**config.mk**
```make
export PLATFORM = sky130hd
export DESIGN_NAME = pep_div
export DESIGN_NICKNAME = d
export VERILOG_FILES = /design/src/design/pep_pkg.sv /design/src/design/pep_div.sv
export SDC_FILE = /design/constraint.sdc
export NUM_CORES = 2
export LEC_CHECK = 0
export BUFFER_PORTS_ARGS = -buffer_cell sky130_fd_sc_hd__buf_2
export CORE_MARGIN = 8
export CORE_UTILIZATION = 63
export CTS_BUF_LIST = sky130_fd_sc_hd__clkbuf_4
export CTS_CLUSTER_SIZE = 30
export DETAILED_ROUTE_END_ITERATION = 7
export PLACE_DENSITY = 0.87
export RECOVER_POWER = 100
export REMOVE_ABC_BUFFERS = 1
export SYNTH_ARGS = -nofsm -noshare
export SYNTH_HDL_FRONTEND = slang
export SYNTH_SLANG_ARGS = --single-unit
```
**constraint.sdc**
```tcl
create_clock -name clk -period 5.39 [get_ports clk]
set_clock_uncertainty 0.2 [all_clocks]
set_input_delay 0.8085 -clock clk [delete_from_list [all_inputs] [get_ports clk]]
set_output_delay 0.8085 -clock clk [all_outputs]
set_load 0.01 [all_outputs]
```
**src/design/pep_pkg.sv**
```systemverilog
`default_nettype none
package pep_pkg;

    localparam int COORD_BITS_DEF = 16;
    localparam int FIELD_W        = 16;
    localparam int FOV_W          = 15;
    localparam int OFS_W          = 12;
    localparam int CFG_IDX_W      = 2;
    localparam int CFG_DATA_W     = 15;
    localparam int SCREEN_W       = 16;

    localparam logic [FOV_W-1:0] FOV_RESET = 15'd256;
    localparam logic [OFS_W-1:0] HW_RESET  = 12'd320;
    localparam logic [OFS_W-1:0] HH_RESET  = 12'd240;

    typedef enum logic [CFG_IDX_W-1:0] {
        REG_FOV = 2'd0,
        REG_HW  = 2'd1,
        REG_HH  = 2'd2
    } reg_idx_t;

    // per-lane flags carried next to the quotient
    typedef struct packed {
        logic behind;
        logic neg;
    } ep_flags_t;

endpackage
`default_nettype wire

```
**src/design/pep_div.sv**
```systemverilog
`default_nettype none
module pep_div
    import pep_pkg::*;
#(
    parameter int NB = COORD_BITS_DEF + FOV_W - 1,
    parameter int DW = COORD_BITS_DEF + 2
) (
    input  wire logic            clk,
    input  wire logic            adv,
    input  wire logic [NB-1:0]   num,
    input  wire logic [DW-1:0]   den,
    input  wire ep_flags_t       flags_in,
    output logic      [NB-1:0]   quo,
    output ep_flags_t            flags_out
);

    // one quotient bit per stage, restoring form
    genvar i;
    generate
        for (i = 0; i < NB; i++)
        begin : g_stage
            logic [DW-1:0] rem_in, den_in, trial;
            logic [NB-1:0] n_in;
            ep_flags_t     fl_in;
            logic          take;
            logic [DW-1:0] rem_reg;
            logic [NB-1:0] n_reg;
            logic [DW-1:0] den_reg;
            ep_flags_t     fl_reg;

            if (i == 0)
            begin : g_first
                assign rem_in = '0;
                assign n_in   = num;
                assign den_in = den;
                assign fl_in  = flags_in;
            end
            else
            begin : g_rest
                assign rem_in = g_stage[i-1].rem_reg;
                assign n_in   = g_stage[i-1].n_reg;
                assign den_in = g_stage[i-1].den_reg;
                assign fl_in  = g_stage[i-1].fl_reg;
            end

            assign trial = {rem_in[DW-2:0], n_in[NB-1]};
            assign take  = (trial >= den_in);

            always_ff @(posedge clk)
            begin
                if (adv)
                begin
                    rem_reg <= take ? (trial - den_in) : trial;
                    n_reg   <= {n_in[NB-2:0], take};
                    den_reg <= den_in;
                    fl_reg  <= fl_in;
                end
            end
        end
    endgenerate

    assign quo       = g_stage[NB-1].n_reg;
    assign flags_out = g_stage[NB-1].fl_reg;

endmodule
`default_nettype wire

```
### Word-level counts from Yosys, hierarchy flattened

Cells that the tools add are included.

* add/subtract/negate cells: 29
* $mul: 0
* div/mod/pow operators: 0
* order comparisons: 30
* equal/unequal tests: 0
* shifts and indexed selects: 0
* muxes and demuxes: 29
* bitwise operators: 0
* reduce and logical (&&, ||, !) cells: 0

Operators by type and width (count)
* $ge 18x18->1: 29
* $mux 17: 28
* $sub 17x17->17: 28
* $ge 1x18->1: 1
* $sub 1x17->17: 1
* $mux 1: 1

* register bits: 1975
* latch bits: 0
* RAM bits: 0
* bits in read-only memories: 0
* bits of input ports: 52
* output and inout port bits: 32
* word-level logic and storage cells: 237
* memories: 0

### Longest topological paths before layout

* word-level depth: 2
* gate-level depth with buffers: 14

### Least setup slack after synthesis

Ideal clock, no wire load.

* path type: reg-to-reg
* from: register g_stage[21].n_reg[29]
* to: register g_stage[22].rem_reg[10] (data pin)
* setup time: 0.260 ns
* data arrival time: 2.871 ns
* data required time: 4.930 ns
* slack: 2.059 ns
* stages on the path, launching flop included: 14
* buffers on the path: 1
* period minus slack after synthesis: 3.331 ns
* cell sequence: edfxtp_1 -> inv_1 -> ha_1 -> inv_1 -> fa_1 -> a211oi_1 -> o21bai_1 -> a21oi_2 -> a21oi_1 -> o211ai_1 -> nand2_1 -> a211oi_4 -> buf_4 -> mux2_2

* longest elaborated chain between the ends: 2

RTL lines
* from (decl): line pep_div.sv:27 `logic [NB-1:0] n_reg;`
* from (signal assigned): line pep_div.sv:54 `n_reg <= {n_in[NB-2:0], take};`
* $sub 17x17->17 / $ge 18x18->1 (equally long branches): line pep_div.sv:53, pep_div.sv:47
* $mux 17 (*): line pep_div.sv:53 `rem_reg <= take ? (trial - den_in) : trial;`
* to (signal assigned): line pep_div.sv:53
* to (decl): line pep_div.sv:26 `logic [DW-1:0] rem_reg;`

Every way passes the cells marked *; elsewhere a longest branch is shown, timed or not.
A chain may end at the register's enable or synchronous reset.

### Worst setup path after layout

* from: input port adv
* to: register g_stage[28].n_reg[0] (enable)

RTL lines
* from (decl): line pep_div.sv:9 `input wire logic adv,`
* to (signal assigned): line pep_div.sv:54
* to (decl): line pep_div.sv:27

No word-level cell between the ends.

==> summary.md <==
| Metric | Value |
|---|---|
| CP top delay family | buffers and inverters |
| Sequential fraction of the synthesis area | 0.668 |
| Share of layout cells above drive strength 1 | 0.146 |
| DP HPWL | 110000 µm |
| Synth Area in Compound Gates | 0.0918 |
| First-pass GRT wire length | between 200000 and 300000 µm |
| Clk sink count | ~2000 |
| Fin crit share | 0.860 |
| PwrDens | around 530 mW/mm² |
| Final-report max-slew violation count | 326 |
| CP required | 6.01 ns |
| Post-Layout Inst Area | between 0.09 and 0.1 mm² |
| Post-DP Area | slightly above 0.09 mm² |
| Most common cell after layout, fill and taps aside | edfxtp_1 |
| Max reg flops | 840 |
| Max stage delay on crit path | 2.55 ns |
| Clk Latency, worst-skew pair | roughly 1.3 ns |
| DR vias | 52200 |
| DIE AREA | 0.153 mm² |
| CP Capture Type | flop |
| Clk slew on worst S/H paths | approximately 0.08 ns |
| Adder-Cell Fraction of Synth Area | 0.0802 |
| Nets | 7483 |
| WP buf/inv | 3 |
| Crit-path max FO | between 150 and 200 |
| Synthesized area per cell | 14.3 µm² |
| Async S/R FF share, synth | 0 |
| Post-layout power | ~52 mW |
| DRC | 0 |
| Total CTS buffers | around 500 |
| DRT iter0 DRCs | 3733 |
| Ys flop type | edfxtp_1 |
| Layout fillers | around 9000 |
| Gp weighted congestion | around 0.90 |
| Initial Util | 0.635 |
| Max_slew headroom | -1.54 |
| DR WL/cell | about 18 µm |
| Warnings from Yosys | 0 |
| Critical path's slowest cell | clkbuf_2 |
| Fmax achieved | around 220 MHz |
| Worst path cell trace | dlygate4sd3_1 -> clkbuf_2 -> buf_6 |
| Initial antenna violation count | 5 |
| Setup TNS | 0 ns |
| Final wirelength | approximately 170000 µm |
| Die outline width | 391 µm |
| Failing checks | max-capacitance violations, max-slew violations |
| Largest net degree at the start of global routing | 157 |
| Post-synthesis simple-gate area fraction | 0.0537 |
| Max Cap Viol | 12 |
| Core area | 0.140 mm² |
| Vias in the first global route | ~53000 |
| Via density | approximately 5.7 |
| GRT overflow | 0 |
| Row cnt | approximately 140 |
| Total track usage | 0.215 |
| Hold Path Class | flop to flop |
| Crit path kind | input port to flop |
| Xor/xnor share of the synthesized area | 0.0372 |
| I/O pin count | 84 |
| Syn-to-layout area delta | 10.9% |
| Critical Path AT | 5.26 ns |
| Pleak | 38.7 nW |
| Post-Syn Area | 0.0888 mm² |
| Synth Instances | 6219 |
| Root Driver | clkbuf_4 |
| Least-Margin Pin Slew | about 3.8 ns |
| Fin crit period | about 4.6 ns |
| RSZ-0062 raised after global routing | false |
| Most frequent cells in the layout | edfxtp_1 (1975), clkbuf_4 (696), inv_1 (650) |
| Register bit total from synthesis | ~2000 |
| I/O Buffers | 83 |
| Outcome | finished, violations left |
| Antenna Nets Post-Route | 0 |
| CTS tree | built |
| Mux contribution to synthesized area | 0.0379 |
| Post-synth EDFFs | between 1500 and 2000 |
| Longest Clk Path Bufs | 4 |
| CP startpoint kind | input port |
| Fin. Hold Viols | 0 |
| Largest family of logic cells by synthesized area | compound AO/OA/AOI/OAI gates |
| Endpoints failing setup | 0 |
| H-tree level count | 5 |
| Pre-Repair DR Iteration Count | 6 |
| Worst vdd ir | ~0.00029 V |
| Die H | 391 µm |
| Yosys cell types | 82 |
## cell usage after synthesis, drive strengths merged, types with 10 or more instances
| library cell | count | area [µm²] |
|---|---|---|
| nand2b | 61 | 382 |
| ha | 524 | 6560 |
| o41ai | 12 | 124 |
| a211oi | 60 | 488 |
| o31a | 12 | 105 |
| a221oi | 14 | 129 |
| mux2i | 26 | 260 |
| fa | 28 | 561 |
| nand2 | 309 | 1160 |
| a211o | 10 | 87.6 |
| a2111oi | 18 | 158 |
| o21ai | 299 | 1560 |
| a31oi | 40 | 265 |
| o211ai | 14 | 105 |
| nor3 | 62 | 310 |
| nor4 | 13 | 81.3 |
| o21bai | 75 | 563 |
| nand3 | 69 | 345 |
| mux2 | 273 | 3100 |
| and3 | 18 | 113 |
| o21a | 50 | 375 |
| a311oi | 13 | 114 |
| or2 | 17 | 106 |
| o31ai | 41 | 322 |
| or3 | 27 | 169 |
| a21boi | 31 | 233 |
| nor2 | 309 | 1160 |
| o22ai | 10 | 62.6 |
| clkbuf | 48 | 180 |
| xnor2 | 236 | 2070 |
| a21oi | 376 | 1900 |
| a21o | 135 | 1010 |
| nand4 | 67 | 419 |
| edfxtp | 1975 | 59300 |
| inv | 650 | 2440 |
| xor2 | 141 | 1230 |
| buf | 22 | 140 |
| nor2b | 47 | 294 |
## through the flow
stage          worst slack [ns]   util  cells  hold slack (ns)
3_5_place_dp               1.44  0.658   8166            0.205
3_3_place_gp               1.46  0.658   8166            0.200
2_1_floorplan              1.08      -   6149            0.200
4_1_cts                    1.34  0.707   9104            0.144
5_1_grt                   0.547  0.704   9115            0.172
6_report                  0.756  0.704   9116            0.159
## repair_timing
action | in CTS | in global routing
resized for setup | 0 | 0
hold endpoints to repair | 175 | 0
hold buffers | 100 | 0
setup buffers | 0 | 0
## cell type report
type / count / area [µm²] / share of cell area
Sequential cell: 1975 / 59300 / 0.603
Multi-Input combinational cell: 3524 / 26600 / 0.270
Clock buffer: 694 / 5210 / 0.0529
Inverter: 650 / 2440 / 0.0248
Tap cell: 1876 / 2350 / 0.0239
Timing Repair Buffer: 241 / 1790 / 0.0182
Clock inverter: 144 / 707 / 0.00718
Antenna cell: 12 / 30.0 / 0.000305
## worst reg2reg max path, stage by stage (launching register included)
cell      delay [ns]
edfxtp_1        0.49
ha_1            0.22
inv_1           0.05
fa_1            0.41
a21o_1          0.21
a221oi_2        0.36
o21ai_1         0.11
a21oi_1         0.29
nor2_1          0.12
o41ai_1         0.55
a21oi_1         0.68
mux2_1          0.63
## power breakdown
part | total (mW) | switching (mW) | internal, mW | leakage (nW)
sequential | 22.3 | 1.62 | 20.7 | 19.3
clock | 11.8 | 5.72 | 6.12 | 3.54
combinational | 17.6 | 9.65 | 7.97 | 15.9
total | 51.7 | 17.0 | 34.7 | 38.7
## kinds of logic (layout without fill, tap and decap cells)
| family | Yosys count | in the layout |
|---|---|---|
| AOI/OAI and AO/OA | 1267 | 1267 |
| xor gates and xnor gates | 377 | 377 |
| adders and majority gates | 552 | 552 |
| muxes | 299 | 299 |
| DFF | 1975 | 1975 |
| and+or+nand+nor | 1029 | 1029 |
| buffers and inverters | 720 | 1729 |
| other | 0 | 12 |
## worst paths after layout
kind | slack [ns] | from | cells past startpoint | end
worst max-delay path | 0.76 | adv | 3 | g_stage[28].n_reg[0]
worst min-delay path | 0.16 | g_stage[5].n_reg[0] | 0 | g_stage[6].n_reg[1]
worst max register to register | 0.80 | g_stage[15].den_reg[0] | 11 | g_stage[16].rem_reg[2]
worst min register to register | 0.16 | g_stage[5].n_reg[0] | 0 | g_stage[6].n_reg[1]
## layer usage
metal	track usage	wire length [µm]
met4	0.100	6830
met1	0.267	68200
met3	0.0394	9610
met5	0	0
met2	0.367	82600
No activity file was read; power rests on OpenSTA's default activity.
