`config.mk`:
```
export PLATFORM = sky130hd
export DESIGN_NAME = pep_front
export DESIGN_NICKNAME = d
export VERILOG_FILES = /design/src/design/pep_pkg.sv /design/src/design/pep_front.sv
export SDC_FILE = /design/constraint.sdc
export NUM_CORES = 1
export LEC_CHECK = 0
export ABC_CLOCK_PERIOD_IN_PS = 7570
export BUFFER_PORTS_ARGS = -buffer_cell sky130_fd_sc_hd__clkbuf_2
export CORE_MARGIN = 1
export CORE_UTILIZATION = 40
export DETAILED_ROUTE_END_ITERATION = 8
export GPL_TIMING_DRIVEN = 0
export PLACE_DENSITY_LB_ADDON = 0.1
export SLEW_MARGIN = 10
export SYNTH_ARGS = -nofsm -noshare
export SYNTH_HDL_FRONTEND = slang
export SYNTH_SLANG_ARGS = --single-unit
```
`constraint.sdc`:
```
create_clock -name clk -period 7.57 [get_ports clk]
set_input_delay 0 -clock clk [delete_from_list [all_inputs] [get_ports clk]]
set_output_delay 0 -clock clk [all_outputs]
set_load 0.05 [all_outputs]
```
`src/design/pep_pkg.sv`:
```
`default_nettype none
package pep_pkg;

    localparam int COORD_BITS_DEF = 16;
    localparam int FIELD_W        = 16;
    localparam int FOV_W          = 15;
    localparam int OFS_W          = 12;
    localparam int CFG_IDX_W      = 2;
    localparam int CFG_DATA_W     = 15;
    localparam int SCREEN_W       = 16;

    localparam logic [FOV_W-1:0] FOV_RESET = 15'd256;
    localparam logic [OFS_W-1:0] HW_RESET  = 12'd320;
    localparam logic [OFS_W-1:0] HH_RESET  = 12'd240;

    typedef enum logic [CFG_IDX_W-1:0] {
        REG_FOV = 2'd0,
        REG_HW  = 2'd1,
        REG_HH  = 2'd2
    } reg_idx_t;

    // per-lane flags carried next to the quotient
    typedef struct packed {
        logic behind;
        logic neg;
    } ep_flags_t;

endpackage
`default_nettype wire

```
`src/design/pep_front.sv`:
```
`default_nettype none
module pep_front
    import pep_pkg::*;
#(
    parameter int CB = COORD_BITS_DEF,
    parameter int NB = CB + FOV_W - 1,
    parameter int DW = ((CB > FOV_W) ? CB : FOV_W) + 2
) (
    input  wire logic                 clk,
    input  wire logic                 adv,
    input  wire logic [FIELD_W-1:0]   x,
    input  wire logic [FIELD_W-1:0]   y,
    input  wire logic [FIELD_W-1:0]   z,
    input  wire logic [FOV_W-1:0]     fov,
    output logic      [NB-1:0]        num_x,
    output logic      [NB-1:0]        num_y,
    output logic      [DW-1:0]        den,
    output ep_flags_t                 flags_x,
    output ep_flags_t                 flags_y
);

    logic signed [CB-1:0] xs, ys, zs;
    logic signed [DW-1:0] den_s;
    logic [CB-1:0]        ax, ay;

    logic [CB-1:0]    ax_reg, ay_reg;
    logic [DW-1:0]    den1_reg, den2_reg;
    logic [FOV_W-1:0] fov_reg;
    ep_flags_t        fx1_reg, fy1_reg, fx2_reg, fy2_reg;
    logic [NB-1:0]    px_reg, py_reg;

    always_comb
    begin
        xs    = CB'(x);
        ys    = CB'(y);
        zs    = CB'(z);
        den_s = DW'(zs) + $signed({{(DW-FOV_W){1'b0}}, fov});
        ax    = xs[CB-1] ? (~xs + 1'b1) : xs;
        ay    = ys[CB-1] ? (~ys + 1'b1) : ys;
    end

    // stage 1: depth sum, magnitudes, signs
    always_ff @(posedge clk)
    begin
        if (adv)
        begin
            ax_reg         <= ax;
            ay_reg         <= ay;
            fov_reg        <= fov;
            den1_reg       <= den_s;
            fx1_reg.behind <= den_s[DW-1] || (den_s == '0);
            fx1_reg.neg    <= xs[CB-1];
            fy1_reg.behind <= den_s[DW-1] || (den_s == '0);
            fy1_reg.neg    <= ~ys[CB-1];
        end
    end

    // stage 2: scale products
    always_ff @(posedge clk)
    begin
        if (adv)
        begin
            px_reg   <= NB'(ax_reg * fov_reg);
            py_reg   <= NB'(ay_reg * fov_reg);
            den2_reg <= den1_reg;
            fx2_reg  <= fx1_reg;
            fy2_reg  <= fy1_reg;
        end
    end

    assign num_x   = px_reg;
    assign num_y   = py_reg;
    assign den     = den2_reg;
    assign flags_x = fx2_reg;
    assign flags_y = fy2_reg;

endmodule
`default_nettype wire

```
## Word-level counts from Yosys, hierarchy flattened

Cells that the tools add are included.
W data, S select, Z words.

| storage, ports and cells | value |
|---|---|
| register bits after elaboration | 149 |
| output and inout bits | 82 |
| input bits | 65 |

| cells by class | value |
|---|---|
| bitwise gates (word level) | 3 |
| reduce and logical (&&, ||, !) cells | 2 |
| add/sub/neg operators | 3 |
| mux-type cells | 2 |
| multiply operators | 2 |

Operators by type and width:

| operator | count |
|---|---|
| $mul A16 B15 Y30 | 2 |
| $add A16 B1 Y16 const B | 2 |
| $not A16 Y16 | 2 |
| $mux W15 | 2 |
| $logic_not A18 Y1 | 1 |
| $add A16 B16 Y17 | 1 |
| $logic_or A1 B1 Y1 | 1 |
| $not A1 Y1 | 1 |

## Logic depth before layout (Yosys ltp)

Gate-level depths: netlist (run 1).

| logic depth | value |
|---|---|
| depth in word-level cells | 3 |
| depth in mapped cells | 23 |

## Worst setup path after synthesis (run 1)

No wires, ideal clock.

| path | value |
|---|---|
| path type | reg2reg |
| start | reg ay_reg[14] |
| end | reg py_reg[27] (netlist: num_y[27]) (data pin) |
| arrival | 5705 ps |
| stages on the path, launching flop included | 20 |
| data required time | 7290 ps |
| setup slack | 1585 ps |
| library setup time | 280 ps |
| path through | edfxtp_1 > clkbuf_1 > and2_1 > fa_1 > inv_1 > fa_1 > inv_1 > fa_1 > inv_1 > fa_1 > fa_1 > fa_1 > inv_1 > ha_1 > a211o_1 > or3_1 > o22a_1 > a221oi_4 > o21a_2 > o211ai_1 |

| on the way | value |
|---|---|
| longest elaborated chain between the ends | 1 |

RTL lines:

| element | RTL line | RTL |
|---|---|---|
| from (decl) | pep_front.sv:26 | `logic [CB-1:0] ax_reg, ay_reg;` |
| from (signal assigned) | pep_front.sv:48 | `ay_reg <= ay;` |
| $mul A16 B15 Y30 | pep_front.sv:64 | `py_reg <= NB'(ay_reg * fov_reg);` |
| to (signal assigned) | pep_front.sv:64 |  |
| to (decl) | pep_front.sv:30 | `logic [NB-1:0] px_reg, py_reg;` |

Every way passes these cells.
A chain may end at the register's enable or synchronous reset.

## Worst setup path in the final report (run 1)

| path | value |
|---|---|
| start | reg fov_reg[3] |
| end | reg px_reg[23] (netlist: num_x[23]) (data pin) |

| on the way | value |
|---|---|
| longest elaborated chain between the ends | 1 |

RTL lines:

| element | RTL line | RTL |
|---|---|---|
| from (decl) | pep_front.sv:28 | `logic [FOV_W-1:0] fov_reg;` |
| from (signal assigned) | pep_front.sv:49 | `fov_reg <= fov;` |
| $mul A16 B15 Y30 | pep_front.sv:63 | `px_reg <= NB'(ax_reg * fov_reg);` |
| to (signal assigned) | pep_front.sv:63 |  |
| to (decl) | pep_front.sv:30 |  |

Every way passes these cells.

==> results of run 1 <==
[critical path: stages, from the launching register on]
cell and delay (ns):
edfxtp_1 0.55, clkbuf_1 0.76, nand2_1 0.18, fa_1 0.55, fa_1 0.50, inv_1 0.05
fa_1 0.51, inv_1 0.06, fa_1 0.55, fa_1 0.43, fa_1 0.52, inv_1 0.05
ha_1 0.40, and3_1 0.19, o211ai_1 0.08, o21ai_1 0.25, a21oi_2 0.13, o21ai_1 0.52
a21oi_1 0.23, o31ai_1 0.30, xor2_1 0.11
[layer usage]
metal | wire, um | up-vias
li1 | - | 7184
met1 | 24600 | 8026
met2 | 27300 | 408
met3 | 4200 | 75
met4 | 1220 | 2
met5 | 13 | -
[metrics by stage]
stage / util (%) / area [um2] / setup WS [ns] / instances
3_3_place_gp: 43.8 / 23300 / 0.604 / 3011
4_1_cts: 46.1 / 24500 / 0.533 / 3107
2_1_floorplan: - / 21700 / 1.59 / 2177
3_5_place_dp: 43.9 / 23300 / 0.538 / 3012
6_report: 46.2 / 24500 / 0.390 / 3109
5_1_grt: 46.1 / 24500 / 0.0901 / 3107
[cells by family after synthesis]
group / after synthesis / share of synthesized area (%)
flip-flops: 147 / 20.4
multiplexers: 2 / 0.0924
AND/OR/NAND/NOR: 652 / 15.6
adder cells (fa/ha/maj): 558 / 44.7
buffers and inverters: 541 / 9.41
AO/OA/AOI/OAI: 186 / 6.20
XOR/XNOR: 91 / 3.68
[synth_stat cells, drive strengths merged (4+ instances only)]
cell    count  share of area [%]
inv       457                7.9
fa        359                 33
and2      281                8.1
nand2     252                4.4
ha        199                 11
edfxtp    147                 20
clkbuf     82                1.4
xnor2      74                3.0
nor2       41               0.71
a21oi      40               0.96
o21ai      31               0.72
a21o       30                1.0
xor2       17               0.69
o21a       15               0.53
nor3       14               0.37
a211oi     13               0.51
or3        12               0.35
nand3      10               0.23
o211ai     10               0.39
o31ai      10               0.37
nand2b      9               0.26
o21bai      9               0.31
and3        8               0.23
nor2b       7               0.24
nor4        4               0.12
[layout make-up]
type	instances	area (um2)	share of cell area, %
Clock inverter	11	129	0.526
Multi-Input combinational cell	1489	15200	62.1
Timing Repair Buffer	210	1400	5.71
Clock buffer	21	440	1.80
Inverter	457	1720	7.00
Sequential cell	147	4410	18.0
Tap cell	688	861	3.51
Antenna cell	2	5.00	0.0204
Buffer	84	323	1.32
[repair_timing]
action                                  in CTS  in global routing
hold buffers                                63                  0
endpoints found under the hold margin       52                  0
endpoints found under the setup margin       0                  0
[worst min path at each step]
stage | startpoint | to | cells past startpoint
detailed placement | fov[11] | fov_reg[11]$_DFFE_PP_ | 1
CTS | z[1] | den1_reg[1]$_DFFE_PP_ | 4
finish | adv | num_y[29]$_DFFE_PP_ | 1
global route | adv | num_y[29]$_DFFE_PP_ | 1
global placement | fov[12] | fov_reg[12]$_DFFE_PP_ | 1
floorplan | x[0] | ax_reg[0]$_DFFE_PP_ | 0
==> out/metrics.cfg, run 1 <==
[outcome]
status = finished clean

[clock_network]
cts_tree = done
postCtsSetupBuffers = 0
cts_made_buffers = 17
htreeDepth = 4
cts.sinks = 147
cts_buffer_depth = 2
clk_pin_slew_ns = 0.07
cts_resized = 0
clock_latency_ns = 0.50
clock-root-buffer = clkbuf_16

[final_layout]
fillers = 5101
final_common_cell = inv_1
final_cell_mix = inv_1 (457), fa_1 (359), and2_1 (279)
finalNetCount = 3029
area.growth.synth_to_final_pct = 13.1
drive_above_1_share_pct = 8.23

[synth]
ys_types = 70
synthCells = 2177
syn_area_mm2 = 0.0217
yosysSeqAreaShare_pct = 20.4
synth_warnings = 0
synth-seq-cells = 147
async_reset_ff_share_pct = 0
synth_edf_count = 147
synth.net_count = 2800
syn_avg_cell_area_um2 = 9.95
synth_ff_type = edfxtp_1

[timing]
finalCriticalPeriod_ns = 7.18
rsz0062_at_grt = no
fin_skew_ns = 0.0211
timing.fmax_mhz = 139
fin_crit_sh_pct = 94.8
slew_headroom_pct = 35.1
whs_ns = 0.0341
setup_tns_ns = 0
hold_violations = 0
finalSetupViolCount = 0
worstMarginPinSlew_ns = 0.974
slew_violations = 0

[floorplan]
die_h_um = 235
die_area_mm2 = 0.0551
die_w_um = 235
rows = 84
core_mm2 = 0.0531
floorplan.initialDensity_pct = 40.8
ios = 147

[min_path]
hp-class = input port to register

[route]
drtIter0Drc = 967
wl_per_cell_um = 18.4
num_vias = 15695
via_per_inst = 5.05
antenna_left = 0
wl_um = 57300
drt_pass1_iterations = 5
drc = 0

[worst_setup_path]
cp-startpoint = fov_reg[3]$_DFFE_PP_
crit_type = register to register
r2r-end = num_x[23]$_DFFE_PP_
crit_end = num_x[23]$_DFFE_PP_
cp.required_ns = 7.80
r2r_cells = 20
arrival_ns = 7.41
cp-start-kind = register
worstSetupEndpointType = register
path_max_fanout = 10
r2r-start = fov_reg[3]$_DFFE_PP_
rrSetupSlack_ns = 0.39

[global_route]
grt_pass1_wl_um = 92200
grtUsageMet3_pct = 6.16
grt-ovfl-total = 0
busiest_layer = met2
antenna_found_initial = 1
met1_usage_pct = 28.4
grt_max_degree = 92
grt_pass1_vias = 16664
grt_usage_pct = 22.2
met2_usage_pct = 36.4

[flow_run]
maxCapViolations = 0

[place]
gp_congestion = 0.886
port_buffers = 146
dp_hpwl_um = 46000

Power of run 1 is left out: the tool's default activity adds up to more than one toggle a clock period on the data nets, which glitch-free logic cannot reach.
==> run 2: changes to the inputs <==
--- a/config.mk
+++ b/config.mk
@@ -7,3 +7,3 @@
 export LEC_CHECK = 0
-export ABC_CLOCK_PERIOD_IN_PS = 7570
+export ABC_CLOCK_PERIOD_IN_PS = 6700
 export BUFFER_PORTS_ARGS = -buffer_cell sky130_fd_sc_hd__clkbuf_2
@@ -13,2 +13,3 @@
 export GPL_TIMING_DRIVEN = 0
+export MAX_ROUTING_LAYER = met4
 export PLACE_DENSITY_LB_ADDON = 0.1
==> constraint.sdc (replaced) <==
create_clock -name clk -period 6.7 [get_ports clk]
set_input_delay 0.67 -clock clk [delete_from_list [all_inputs] [get_ports clk]]
set_output_delay 0.67 -clock clk [all_outputs]
set_load 0.05 [all_outputs]
==> run 2 against run 1 <==
  * Via count shrank 1.4%
  * Critical path depth grew 2
  * Critical endpoint is now num_y[28]$_DFFE_PP_
  * Count of clock-buffer cells in the layout is the same
  * Utilization shrank 0.61 points
  * Maximum frequency grew 11%
  * Register-to-register slack lost 0.18 ns
  * First-iteration DRC count shrank 9.0%
==> out/metrics.cfg, run 2 (synthesized netlist as in run 1, its figures left out) <==
[outcome]
status = finished clean

[timing]
timing.fmax_mhz = 154  ; +11%
rsz0062_at_grt = yes
worstMarginPinSlew_ns = 0.791  ; -0.183 ns
finalSetupViolCount = 0  ; unchanged
setup_tns_ns = 0  ; unchanged
hold_violations = 0  ; unchanged
finalCriticalPeriod_ns = 6.49  ; -0.689 ns
fin_crit_sh_pct = 96.9  ; +2.0 points
slew_violations = 0  ; unchanged
fin_skew_ns = 0.0139  ; -0.00718 ns
slew_headroom_pct = 47.3  ; +12 points

[worst_setup_path]
crit_top_cell = fa_1
path_max_fanout = 10  ; unchanged
slowest_stage = fa_1
cp-start-kind = register
max_stage_delay_ns = 0.55  ; -0.21 ns
arrival_ns = 6.74  ; -0.67 ns
cp.required_ns = 6.95  ; -0.85 ns
crit_chain = clkbuf_4, nand2_1, fa_1, fa_1, inv_1, fa_1, inv_1, fa_1, inv_1, fa_1, inv_1, fa_1, inv_1, ha_1, a21o_1, a21oi_1, o21ai_1, or4b_4, o2111ai_4, a21boi_2, mux2i_1, and3_1
worstSetupEndpointType = register
rrSetupSlack_ns = 0.21  ; -0.18 ns
crit_type = register to register

[route]
antenna_left = 0  ; unchanged
drt_pass1_iterations = 5  ; unchanged
drc = 0  ; unchanged
wl_um = 56700  ; -1.0%
num_vias = 15472  ; -1.4%
drtIter0Drc = 880  ; -9.0%
wl_per_cell_um = 18.5  ; +0.42%
via_per_inst = 5.05  ; about the same

[place]
gp_congestion = 0.904  ; +2.1%
place_area_mm2 = 0.0233  ; unchanged
dp_hpwl_um = 46000  ; unchanged
port_buffers = 146  ; unchanged

[global_route]
antenna_found_initial = 2  ; +1
grt_usage_pct = 22.6  ; +0.47 points
grt_pass1_wl_um = 91300  ; -0.92%
grt_max_degree = 92  ; unchanged
grt_pass1_vias = 16346  ; -1.9%
grt-ovfl-total = 0  ; unchanged

[final_layout]
design_area_mm2 = 0.0242  ; -1.3%
final_cell_mix = inv_1 (457), fa_1 (359), and2_1 (279)
finalNetCount = 2983  ; -1.5%
drive_above_1_share_pct = 11.6  ; +3.4 points
fillers = 5118  ; +0.33%
area.growth.synth_to_final_pct = 11.6
fin_util_pct = 45.5  ; -0.61 points
final_common_cell = inv_1

[clock_network]
cts_tree = done
htreeDepth = 4  ; unchanged
clock-root-buffer = clkbuf_16
clk_pin_slew_ns = 0.07  ; about the same
clock_latency_ns = 0.49  ; about the same
cts_buffer_depth = 2  ; unchanged
cts_made_buffers = 17  ; unchanged
cts.sinks = 147  ; unchanged
ctsHoldBuffers = 0  ; -100%

[floorplan]
rows = 84  ; unchanged
die_h_um = 235  ; unchanged
core_mm2 = 0.0531  ; unchanged
die_area_mm2 = 0.0551  ; unchanged
die_w_um = 235  ; unchanged
floorplan.initialDensity_pct = 40.8  ; unchanged
ios = 147  ; unchanged

[min_path]
hp-class = input port to register

[flow_run]
maxCapViolations = 0  ; unchanged

run 2: cell types whose count changed in the layout (fill, tap and decap cells not counted), sizes merged:
cell,change
clkbuf,-12
diode,+2
dlygate4sd3,-63
buf,+29
run 2: critical path: cells and delay by family, from the launching register on:
kind / cells / cell delay [ns]
AOI/OAI and AO/OA: 5 / 0.86
adders and majority gates: 7 / 3.35
buffers and inverters: 6 / 0.55
DFF: 1 / 0.54
muxes: 1 / 0.13
and+or+nand+nor: 3 / 0.80
run 2: stage by stage:
step | hold WS (ns) | setup slack (ns) | instances
detailed placement | 0.405 | -0.332 | 3012
global route | 0.369 | -0.0189 | 3063
finish | 0.399 | 0.209 | 3065
floorplan | 0.400 | 0.715 | 2177
CTS | 0.359 | 0.0107 | 3045
global placement | 0.400 | -0.266 | 3011
run 2: final timing paths:
path | start | to | cells past startpoint
worst max register to register | ay_reg[9]$_DFFE_PP_ | num_y[28]$_DFFE_PP_ | 22
worst min register to register | den1_reg[12]$_DFFE_PP_ | den[12]$_DFFE_PP_ | 0
worst max-delay path | ay_reg[9]$_DFFE_PP_ | num_y[28]$_DFFE_PP_ | 22
worst min-delay path | fov[5] | fov_reg[5]$_DFFE_PP_ | 1
run 2: layer usage:
metal,routed length [um],part of all wire (%),up-vias,global-route usage [%]
met5,0,0,-,-
met4,1200,2.1,0,5.86
met3,3920,6.9,71,5.83
met2,27000,48,402,36.2
met1,24600,43,7897,28.5
li1,-,-,7102,-
run 2: timing repair:
| item | 4_1_cts | 5_1_grt |
|---|---|---|
| resized for setup | 23 | 114 |
| setup buffers | 1 | 17 |
| pin swaps | 0 | 3 |
| endpoints found under the setup margin | 16 | 17 |
| endpoints found under the hold margin | 0 | 0 |
run 2: final cells by class:
class | count | area [um2] | share of cell area (%)
buffer | 83 | 432 | 1.79
inverter | 457 | 1720 | 7.10
clock buffer | 21 | 440 | 1.82
tap | 688 | 861 | 3.56
clock inverter | 11 | 129 | 0.533
multi-input combinational | 1489 | 15300 | 63.1
timing repair buffer | 165 | 915 | 3.78
antenna | 4 | 10.0 | 0.0414
sequential | 147 | 4410 | 18.3
Power of run 2 is left out for the same reason.
==> run 3: changes to the inputs <==
RECOVER_POWER = 100   (was default)
==> run 3 against run 2 <==
  * The run now ends with capacitance limit, slew limit left
  * Critical path depth unchanged
  * Count of clock-buffer cells in the layout unchanged
  * Sequential cell count unchanged
  * Design area decreased by 0.82%
  * Clock skew increased by 0.0017 ns
  * Setup slack improved by 0.0044 ns
  * Non-clock buffer count unchanged
  * Utilization decreased by 0.37 points
  * Critical path type unchanged
  * Largest cell class unchanged
==> out/metrics.cfg, run 3 (synthesized netlist as in run 1, its figures left out) <==
[outcome]
status = complete, but fails checks
violations = capacitance limit, slew limit

[worst_setup_path]
cp-start-kind = register
r2r-end = num_y[28]$_DFFE_PP_
arrival_ns = 6.73  ; about the same
worstSetupEndpointType = register
r2r_cells = 22  ; unchanged
rrSetupSlack_ns = 0.21  ; about the same
crit_type = register to register
path_max_fanout = 10  ; unchanged
r2r-start = ay_reg[9]$_DFFE_PP_
cp.required_ns = 6.95  ; about the same

[clock_network]
cts.sinks = 147  ; unchanged
cts_tree = done
clk_pin_slew_ns = 0.07  ; about the same
cts_buffer_depth = 2  ; unchanged
clock-root-buffer = clkbuf_16
clock_latency_ns = 0.50  ; about the same
ctsHoldBuffers = 0  ; unchanged
htreeDepth = 4  ; unchanged
cts_made_buffers = 17  ; unchanged

[final_layout]
drive_above_1_share_pct = 7.00  ; -4.6 points
final_cell_mix = inv_1 (457), fa_1 (359), and2_1 (269)
fin_util_pct = 45.2  ; -0.37 points
area.growth.synth_to_final_pct = 10.7
finalNetCount = 2983  ; unchanged
final_common_cell = inv_1
design_area_mm2 = 0.0240  ; -0.82%

[min_path]
hp-start = den1_reg[2]$_DFFE_PP_
min_to = den[2]$_DFFE_PP_
min_path_cells = 0  ; -1
hp-class = register to register

[floorplan]
die_area_mm2 = 0.0551  ; unchanged
rows = 84  ; unchanged
die_w_um = 235  ; unchanged
core_mm2 = 0.0531  ; unchanged
floorplan.initialDensity_pct = 40.8  ; unchanged
ios = 147  ; unchanged
die_h_um = 235  ; unchanged

[timing]
rsz0062_at_grt = yes
finalSetupViolCount = 0  ; unchanged
setup_ws_ns = 0.214  ; +0.00445 ns
timing.fmax_mhz = 154  ; about the same
finalCriticalPeriod_ns = 6.49  ; -0.00445 ns
worstMarginPinSlew_ns = 3.17  ; +2.38 ns
slew_violations = 150  ; +150
slew_headroom_pct = -112  ; -160 points
fin_skew_ns = 0.0156  ; +0.00172 ns
fin_crit_sh_pct = 96.8  ; about the same
hold_violations = 0  ; unchanged
whs_ns = 0.420  ; +0.0211 ns

[route]
drtIter0Drc = 880  ; unchanged
wl_um = 56800  ; about the same
wl_per_cell_um = 18.5  ; about the same
antenna_left = 0  ; unchanged
via_per_inst = 5.06  ; +0.22%
drt_pass1_iterations = 4  ; -1
num_vias = 15501  ; +0.19%
drc = 0  ; unchanged

[global_route]
grt_usage_pct = 22.6  ; unchanged
grt_pass1_wl_um = 91300  ; unchanged
antenna_found_initial = 2  ; unchanged
grt-ovfl-total = 0  ; unchanged
grt_pass1_vias = 16346  ; unchanged
grt_max_degree = 92  ; unchanged

[place]
place_area_mm2 = 0.0233  ; unchanged
place_ws_ns = -0.332  ; unchanged
port_buffers = 146  ; unchanged
dp_hpwl_um = 46000  ; unchanged
gp_congestion = 0.904  ; unchanged

[flow_run]
maxCapViolations = 2  ; +2

[run 3: worst max-delay path: stages (launching register included)]
cell and delay (ns):
edfxtp_1 0.53, clkbuf_4 0.31, nand2_1 0.10, fa_1 0.50
fa_1 0.55, inv_1 0.05, fa_1 0.49, inv_1 0.06
fa_1 0.54, inv_1 0.05, fa_1 0.47, inv_1 0.05
fa_1 0.47, inv_1 0.04, ha_1 0.33, a21o_1 0.18
a21oi_1 0.16, o21ai_1 0.13, or4b_4 0.55, o2111ai_4 0.25
a21boi_2 0.13, mux2i_1 0.13, and3_1 0.15
[run 3: layout make-up]
| class | count | area (um2) |
|---|---|---|
| Clock buffer | 21 | 440 |
| Timing Repair Buffer | 165 | 753 |
| Tap cell | 688 | 861 |
| Sequential cell | 147 | 4410 |
| Buffer | 83 | 432 |
| Inverter | 457 | 1720 |
| Clock inverter | 11 | 129 |
| Antenna cell | 3 | 7.51 |
| Multi-Input combinational cell | 1489 | 15200 |
| Fill cell | 5171 | 29100 |
[run 3: worst max-delay path by stage]
| stage | start | endpoint |
|---|---|---|
| floorplan | ay_reg[14]$_DFFE_PP_ | num_y[27]$_DFFE_PP_ |
| global placement | fov_reg[2]$_DFFE_PP_ | num_y[28]$_DFFE_PP_ |
| detailed placement | fov_reg[3]$_DFFE_PP_ | num_x[23]$_DFFE_PP_ |
| CTS | fov_reg[8]$_DFFE_PP_ | num_y[29]$_DFFE_PP_ |
| global route | fov_reg[4]$_DFFE_PP_ | num_y[22]$_DFFE_PP_ |
| finish | ay_reg[9]$_DFFE_PP_ | num_y[28]$_DFFE_PP_ |
[run 3: what timing repair did]
| item | CTS | global route |
|---|---|---|
| gates resized for setup | 23 | 114 |
| endpoints found under the setup margin | 16 | 17 |
| setup buffers | 1 | 17 |
| pin swaps | 0 | 3 |
[run 3: stage by stage]
step           setup TNS [ns]  std cells
2_1_floorplan               0       2177
3_3_place_gp            -1.84       3011
3_5_place_dp            -2.51       3012
4_1_cts                     0       3045
5_1_grt               -0.0202       3063
6_report                    0       3064
[run 3: per-layer routing]
metal  vias to the layer above  global-route usage (%)  wire, um
met5                         -                       -         0
met4                         0                    5.86      1210
met3                        74                    5.83      4170
met2                       425                    36.2     27000
met1                      7895                    28.5     24400
li1                       7107                       -         -
Power of run 3 is left out for the same reason.
